==> config.mk <==
export PLATFORM = sky130hd
export DESIGN_NAME = tsd_div
export DESIGN_NICKNAME = d
export VERILOG_FILES = /design/src/hdl/tsd_pkg.sv /design/src/hdl/tsd_div.sv
export SDC_FILE = /design/constraint.sdc
export NUM_CORES = 1
export LEC_CHECK = 0
export BUFFER_PORTS_ARGS = -buffer_cell sky130_fd_sc_hd__buf_2
export CAP_MARGIN = 20
export CELL_PAD_IN_SITES_DETAIL_PLACEMENT = 1
export CELL_PAD_IN_SITES_GLOBAL_PLACEMENT = 2
export CORE_ASPECT_RATIO = 0.5
export CORE_MARGIN = 2
export CORE_UTILIZATION = 35
export CTS_BUF_LIST = sky130_fd_sc_hd__clkbuf_16
export DETAILED_ROUTE_END_ITERATION = 6
export PLACE_DENSITY_LB_ADDON = 0.08
export SYNTH_ARGS = -nofsm -noshare
export SYNTH_HDL_FRONTEND = slang
export SYNTH_SLANG_ARGS = --single-unit
==> constraint.sdc <==
create_clock -name clk_i -period 5.07 [get_ports clk_i]
set_input_delay 0.507 -clock clk_i [delete_from_list [all_inputs] [get_ports clk_i]]
set_output_delay 0.507 -clock clk_i [all_outputs]
set_load 0.01 [all_outputs]
==> src/hdl/tsd_pkg.sv <==
// Shared types, constants and fixed-point helpers for the theta-scheme diffusion step core
`default_nettype none
package tsd_pkg;

  localparam int unsigned WORD_W = 32;

  typedef enum logic [2:0] {
    REG_LHS_OFF  = 3'd0,
    REG_LHS_DIAG = 3'd1,
    REG_RHS_OFF  = 3'd2,
    REG_RHS_DIAG = 3'd3,
    REG_SPACING  = 3'd4,
    REG_POINTS   = 3'd5
  } reg_idx_e;

  typedef enum logic [3:0] {
    ST_IDLE,
    ST_RHS_RD,
    ST_RHS_MUL,
    ST_RHS_SUM,
    ST_FWD_RD,
    ST_FWD_MUL,
    ST_FWD_DIV,
    ST_FWD_WR,
    ST_BWD_RD,
    ST_BWD_MUL,
    ST_BWD_DIV,
    ST_BWD_WR,
    ST_OUT_RD,
    ST_OUT_EMIT
  } state_e;

  // request / response between sequencer and divider
  typedef struct packed {
    logic                     go;
    logic signed [WORD_W-1:0] num;
    logic signed [WORD_W-1:0] den;
  } div_req_t;

  typedef struct packed {
    logic                     done;
    logic signed [WORD_W-1:0] quo;
  } div_rsp_t;

  function automatic logic signed [WORD_W-1:0] sat_word(input logic signed [WORD_W+1:0] x);
    logic signed [WORD_W+1:0] hi;
    logic signed [WORD_W+1:0] lo;
    hi = (WORD_W+2)'(33'sh0_7FFF_FFFF);
    lo = -hi - (WORD_W+2)'(1);
    if (x > hi) return {1'b0, {(WORD_W-1){1'b1}}};
    else if (x < lo) return {1'b1, {(WORD_W-1){1'b0}}};
    else return x[WORD_W-1:0];
  endfunction

  function automatic logic signed [WORD_W-1:0] qadd(input logic signed [WORD_W-1:0] a,
                                                    input logic signed [WORD_W-1:0] b);
    logic signed [WORD_W+1:0] s;
    s = (WORD_W+2)'(a) + (WORD_W+2)'(b);
    return sat_word(s);
  endfunction

  function automatic logic signed [WORD_W-1:0] qsub(input logic signed [WORD_W-1:0] a,
                                                    input logic signed [WORD_W-1:0] b);
    logic signed [WORD_W+1:0] s;
    s = (WORD_W+2)'(a) - (WORD_W+2)'(b);
    return sat_word(s);
  endfunction

endpackage
`default_nettype wire

==> src/hdl/tsd_div.sv <==
// Sequential saturating signed fixed-point divider, one quotient bit per cycle
`default_nettype none
module tsd_div import tsd_pkg::*; #(
  parameter int unsigned FRAC_BITS = 16
) (
  input  wire logic     clk_i,
  input  wire logic     rst_ni,
  input  wire div_req_t req_i,
  output div_rsp_t      rsp_o
);
  localparam int unsigned NW = WORD_W + FRAC_BITS;        // dividend magnitude width
  localparam int unsigned CW = $clog2(NW + 1);

  logic [NW-1:0]       quo_q, quo_d;
  logic [WORD_W-1:0]   rem_q, rem_d;
  logic [WORD_W-1:0]   den_q, den_d;
  logic [CW-1:0]       cnt_q, cnt_d;
  logic                busy_q, busy_d, neg_q, neg_d, done_q, done_d;
  logic signed [WORD_W-1:0] res_q, res_d;
  logic [WORD_W:0]     trial;
  logic [WORD_W+1:0]   sres;

  always_comb begin
    quo_d = quo_q; rem_d = rem_q; den_d = den_q; cnt_d = cnt_q;
    busy_d = busy_q; neg_d = neg_q; done_d = 1'b0; res_d = res_q;
    trial = '0; sres = '0;
    if (req_i.go) begin
      if (req_i.den == '0) begin
        done_d = 1'b1;
        if (req_i.num > 0)      res_d = {1'b0, {(WORD_W-1){1'b1}}};
        else if (req_i.num < 0) res_d = {1'b1, {(WORD_W-1){1'b0}}};
        else                    res_d = '0;
      end else begin
        busy_d = 1'b1;
        neg_d  = req_i.num[WORD_W-1] ^ req_i.den[WORD_W-1];
        quo_d  = {(req_i.num[WORD_W-1] ? WORD_W'(-req_i.num) : WORD_W'(req_i.num)),
                  {FRAC_BITS{1'b0}}};
        den_d  = req_i.den[WORD_W-1] ? WORD_W'(-req_i.den) : WORD_W'(req_i.den);
        rem_d  = '0;
        cnt_d  = CW'(NW);
      end
    end else if (busy_q) begin
      trial = {rem_q, quo_q[NW-1]};
      if (trial >= {1'b0, den_q}) begin
        rem_d = WORD_W'(trial - {1'b0, den_q});
        quo_d = {quo_q[NW-2:0], 1'b1};
      end else begin
        rem_d = trial[WORD_W-1:0];
        quo_d = {quo_q[NW-2:0], 1'b0};
      end
      cnt_d = cnt_q - CW'(1);
      if (cnt_q == CW'(1)) begin
        busy_d = 1'b0;
        done_d = 1'b1;
        // saturate magnitude then apply sign
        if (quo_d[NW-1:WORD_W+1] != '0) sres = {2'b00, {WORD_W{1'b1}}};
        else                            sres = {1'b0, quo_d[WORD_W:0]};
        if (neg_q) sres = -sres;
        res_d = sat_word($signed(sres));
      end
    end
  end

  always_ff @(posedge clk_i or negedge rst_ni) begin
    if (!rst_ni) begin
      busy_q <= 1'b0;
      done_q <= 1'b0;
      cnt_q  <= '0;
    end else begin
      busy_q <= busy_d;
      done_q <= done_d;
      cnt_q  <= cnt_d;
    end
  end

  always_ff @(posedge clk_i) begin
    quo_q <= quo_d; rem_q <= rem_d; den_q <= den_d; neg_q <= neg_d; res_q <= res_d;
  end

  assign rsp_o.done = done_q;
  assign rsp_o.quo  = res_q;
endmodule
`default_nettype wire

==> impl_metrics.yaml, run 1 <==
logic_synthesis:
  syn_avg_cell_area_sq_um: 9.73
  netlist_area_sq_um: 10000
  synth_cell_types: 72
  synth_edf_count: 145
  synth.ff_latch_count: 153
  synthArstFlopShare: 0.0523
  yosys_warnings: 0
  syn_nets: 1132
  ys.flop_type: "edfxtp_1"
  syn_inst: 1027
  ys_seq_area_frac: 0.456
final_layout:
  drive_gt1_frac: 0.190
  fin_util: 0.421
  areaGrowthSynthToFinish_pct: 17.3
  antenna-diode-count: 0
  layoutNonFillerInstCount: 1527
  final_nets: 1237
  fillerInstances: 3174
  final_cell_mix: "145 x edfxtp_1, 99 x buf_2, 95 x nor2_1"
  layout_commonest_cell: "edfxtp_1"
power_and_ir_drop:
  peakVddDrop_mv: 0.218
  total_power_mw: 5.11
  powerDensity_nw_per_um2: 436
  leakagePower_nw: 4.53
grt:
  globalRouteOverflowTotal: 0
  grt_usage: 0.201
  grt_max_degree: 69
  grt_pass1_wl_um: 46500
  grt_antenna_before_repair: 0
  grt_pass1_vias: 8595
drt:
  firstDrtPassIters: 4
  ant_nets: 0
  wl_um: 29400
  first_iter_violations: 444
  wl_per_cell_um: 19.2
  vias: 8318
  viasPerCell: 5.45
  drc: 0
sta:
  worst_pin_slew_ns: 0.946
  post-route-period-util: 0.950
  slew_violations: 0
  holdWs_ns: 0.294
  finalCriticalPeriod_ns: 4.81
  final_hold_viol_count: 0
  worst_slack_ns: 0.256
  skew_ns: 0.00663
  setup_viol: 0
  fmax_mhz: 208
  slew_headroom: 0.363
setup_path:
  worst-r2r-setup-slack_ns: 0.26
  crit_fanout: 9
  r2r-start: "rem_q[20]"
  crit_required_ns: 5.27
  critPathSlowestCell: "or3b_2"
  reg2reg_to: "res_q[19]"
  startpoint: "rem_q[20]"
  critPathLaunchType: "register"
  path_delay_family: "compound AO/OA/AOI/OAI gates"
  cp.arrival_ns: 5.01
  slowest_delay_ns: 0.47
  cp_num_buf_inv: 2
  criticalPathCategory: "register to register"
  r2r_cells: 20
  worstSetupEndpoint: "res_q[19]"
  endpoint_kind: "register"
  cp_num_cells: 20
  path_cells: "ha_4, a21o_1, o2bb2ai_1, o31a_1, o21a_1, nand2b_1, or2_2, nor2_2, ha_1, or3b_2, nor2_2, nand4_1, o31a_1, o221a_2, nor3_1, nor2_1, a32oi_4, buf_4, clkbuf_16, o21ai_2"
cts:
  clk_latency_ns: 0.45
  cts_tree: "yes"
  cts.sinks: 153
  clk_pin_slew_ns: 0.06
  cts_buffers: 17
  clockBufferDepth: 2
  cts_max_level: 4
  root_buffer: "clkbuf_16"
floorplanning:
  io_pins: 100
  die-area_sq_um: 30000
  start_util: 0.359
  placementRows: 43
  die_x_um: 243
  die_h_um: 124
  core-area_sq_um: 27900
hold_path:
  hp-class: "input port to register"
placement:
  dp_cells: 1486
  dpl.hpwl_um: 21100
  dp_worst_setup_slack_ns: 0.157
  globalplace.congestion: 0.819
  io_buffers: 99
status:
  status: "completed"
job:
  drv_cap: 0
## logic make-up (layout without fill, tap and decap cells)
| group | count (synthesis) | in the layout | share of synthesized area |
|---|---|---|---|
| AO/OA/AOI/OAI | 281 | 281 | 0.191 |
| XOR/XNOR | 88 | 88 | 0.0771 |
| buffers and inverters | 97 | 215 | 0.0396 |
| AND/OR/NAND/NOR | 368 | 368 | 0.187 |
| adder cells (fa/ha/maj) | 38 | 38 | 0.0483 |
| flip-flops | 153 | 153 | 0.456 |
| multiplexers | 2 | 2 | 0.00213 |
## where the power goes
group / switching [mW] / internal [mW]
clock network: 0.533 / 0.807
logic: 1.16 / 0.789
registers: 0.156 / 1.67
## flip-flops by register name, summed over array words and instances, names as in the netlist
register / count
quo_q: 48
rem_q: 32
res_q: 32
cnt_q: 6
den_q: 32
done_q: 1
busy_q: 1
neg_q: 1
## synth_stat cells (all sizes together) (9+ instances only)
| cell | instances | area (sq um) |
|---|---|---|
| buf | 19 | 103 |
| nor3 | 21 | 105 |
| nor4 | 13 | 93.8 |
| nand3 | 25 | 125 |
| nand2 | 95 | 362 |
| o21ai | 75 | 450 |
| nand2b | 12 | 90.1 |
| a221oi | 9 | 78.8 |
| a211oi | 14 | 105 |
| clkbuf | 25 | 93.8 |
| edfxtp | 145 | 4350 |
| inv | 53 | 199 |
| a21o | 10 | 75.1 |
| xnor2 | 48 | 420 |
| o21a | 9 | 67.6 |
| xor2 | 40 | 350 |
| nor2b | 19 | 119 |
| o31ai | 25 | 193 |
| o41ai | 14 | 123 |
| ha | 37 | 463 |
| nor2 | 100 | 380 |
| or4 | 19 | 150 |
| a21oi | 75 | 375 |
| or3 | 24 | 155 |
## worst min path at each step
stage          startpoint  endpoint  slack [ns]  cells after the start
3_3_place_gp       rst_ni  cnt_q[3]        0.36                      1
2_1_floorplan      rst_ni    busy_q        0.21                      0
5_1_grt          req_i[0]  den_q[0]        0.28                      1
6_report         req_i[0]  den_q[0]        0.29                      1
4_1_cts          req_i[0]  den_q[0]        0.27                      1
3_5_place_dp       rst_ni  cnt_q[2]        0.36                      1
## area by class of cell
class,instances,area [sq um],share of cell area
Sequential cell,153,4550,0.388
Timing Repair Buffer,130,781,0.0666
Clock buffer,17,425,0.0363
Inverter,53,199,0.0170
Clock inverter,15,169,0.0144
Tap cell,382,478,0.0407
Multi-Input combinational cell,777,5120,0.437
## metrics by stage
step	area, sq um	TNS (ns)
CTS	11600	0
global placement	11000	0
finish	11700	0
global route	11700	-1.00
floorplan	10000	0
detailed placement	11000	0
## what timing repair did
| item | in CTS | in global routing |
|---|---|---|
| gates resized for setup | 0 | 10 |
| hold endpoints to repair | 8 | 0 |
| buffers inserted | 0 | 5 |
| endpoints found under the setup margin | 0 | 31 |
| hold buffers | 1 | 0 |
## layer usage
layer  share of wire  global-route usage
met1            0.49               0.270
met2            0.45               0.329
met3           0.040              0.0369
met4           0.016              0.0690
met5               0                   0
No activity file was read; power rests on OpenSTA's default activity.
==> run 2: changes to the inputs <==
Settings changed: GPL_TIMING_DRIVEN set to 0, RECOVER_POWER set to 100.
==> impl_metrics.yaml, run 2 (same netlist as run 1, synthesis figures left out) <==
status:
  status: "completed"
sta:
  post-route-period-util: 0.957
  slew_headroom: 0.0513
  worst_pin_slew_ns: 1.42
  setup_tns_ns: 0
  fmax_mhz: 206
  setup_viol: 0
  finalCriticalPeriod_ns: 4.85
  slew_violations: 0
  skew_ns: 0.00902
  final_hold_viol_count: 0
  rsz0062_at_grt: "no"
final_layout:
  final_cell_mix: "145 x edfxtp_1, 97 x nor2_1, 94 x nand2_1"
  layoutNonFillerInstCount: 1549
  areaGrowthSynthToFinish_pct: 15.4
  layout_commonest_cell: "edfxtp_1"
  design_area_sq_um: 11500
  final_nets: 1259
  largest-register: "quo_q"
  antenna-diode-count: 0
  largest_reg_flops: 48
  drive_gt1_frac: 0.123
placement:
  globalplace.congestion: 0.838
  dpl.hpwl_um: 23000
  dp_cells: 1509
  place_area_sq_um: 11000
  io_buffers: 98
setup_path:
  crit_fanout: 10
  worst-r2r-setup-slack_ns: 0.22
  slowest_delay_ns: 0.43
  critPathSlowestCell: "edfxtp_1"
  critPathLaunchType: "register"
  cp.arrival_ns: 5.04
  path_cells: "ha_4, a21o_1, o2bb2ai_1, o31a_1, o21a_1, nand2b_4, or2_4, nor2_4, ha_2, or3b_4, nor2_4, nand4_1, o31a_1, o221a_2, nor4b_2, o31ai_2, buf_4, o21ai_1"
  criticalPathCategory: "register to register"
  endpoint_kind: "register"
  crit_required_ns: 5.26
grt:
  grt_antenna_before_repair: 0
  grt_pass1_vias: 8577
  globalRouteOverflowTotal: 0
  grt_pass1_wl_um: 48000
  grt_usage: 0.209
  grt_max_degree: 47
cts:
  clk_latency_ns: 0.44
  cts_tree: "yes"
  cts_max_level: 4
  cts.sinks: 153
  clk_pin_slew_ns: 0.06
  clockBufferDepth: 2
  cts_buffers: 17
  root_buffer: "clkbuf_16"
floorplanning:
  io_pins: 100
  core-area_sq_um: 27900
  placementRows: 43
  die_h_um: 124
  die_x_um: 243
  start_util: 0.359
  die-area_sq_um: 30000
drt:
  firstDrtPassIters: 5
  viasPerCell: 5.43
  ant_nets: 0
  drc: 0
  vias: 8404
  wl_per_cell_um: 19.8
  first_iter_violations: 376
  wl_um: 30600
power_and_ir_drop:
  powerDensity_nw_per_um2: 432
  peakVddDrop_mv: 0.237
  leakagePower_nw: 4.30
job:
  drv_cap: 0
hold_path:
  hp-class: "input port to register"
[run 2: cell types whose count changed in the layout (fill, tap and decap cells not counted), sizes merged]
cell and delta:
clkinvlp +4, buf -46, clkbuf +68, clkinv +1
inv -1, bufinv -4
[run 2: critical path, delay by kind of cell, from the launching register on]
family          cells  cell delay, ns
flops               1            0.43
compound gates      8            1.91
simple gates        7            1.47
fa+ha+maj           2            0.50
buf+inv             1            0.27
[run 2: layer usage]
layer | part of all wire | track usage | vias to the layer above
li1 | - | - | 4078
met1 | 0.50 | 0.291 | 4153
met2 | 0.46 | 0.341 | 144
met3 | 0.031 | 0.0313 | 29
met4 | 0.015 | 0.0610 | 0
met5 | 0 | 0 | -
[run 2: per-stage QoR]
step / hold WS [ns] / setup WS [ns] / power (mW) / util
after floorplan: 0.211 / 0.00561 / 3.19 / -
after detailed placement: 0.364 / -1.58 / 3.79 / 0.396
after global routing: 0.371 / 0.0194 / 5.30 / 0.414
after global placement: 0.358 / -1.60 / 3.75 / 0.393
final: 0.384 / 0.217 / 4.98 / 0.414
after CTS: 0.286 / 0.0203 / 5.00 / 0.419
[run 2: where the power goes]
| group | total (mW) | internal [mW] | switching (mW) |
|---|---|---|---|
| Sequential | 1.83 | 1.67 | 0.163 |
| Clock | 1.16 | 0.615 | 0.548 |
| Combinational | 1.98 | 0.772 | 1.21 |
| Total | 4.98 | 3.06 | 1.92 |
[run 2: cell type report]
class	count	area (sq um)
Clock inverter	15	92.6
Timing Repair Buffer	110	541
Inverter	53	199
Tap cell	382	478
Clock buffer	17	425
Sequential cell	153	4550
Multi-Input combinational cell	777	5040
Fill cell	3251	16300
Buffer	42	196
[run 2: worst paths after layout]
kind                                 from        end  cells past startpoint
worst max register to register  rem_q[20]  res_q[29]                     18
worst min register to register   cnt_q[5]   cnt_q[5]                      2
max in group asynchronous          rst_ni   cnt_q[2]                      2
min in group asynchronous          rst_ni   cnt_q[5]                      2
worst min-delay path            req_i[17]  den_q[17]                      2
worst max-delay path            rem_q[20]  res_q[29]                     18
[run 2: repair_timing]
action,in CTS,in global routing
hold endpoints to repair,8,0
pin swaps,5,7
hold buffers,1,0
cloned,0,0
setup buffers,6,3
setup endpoints to repair,31,31
resized for setup,14,8
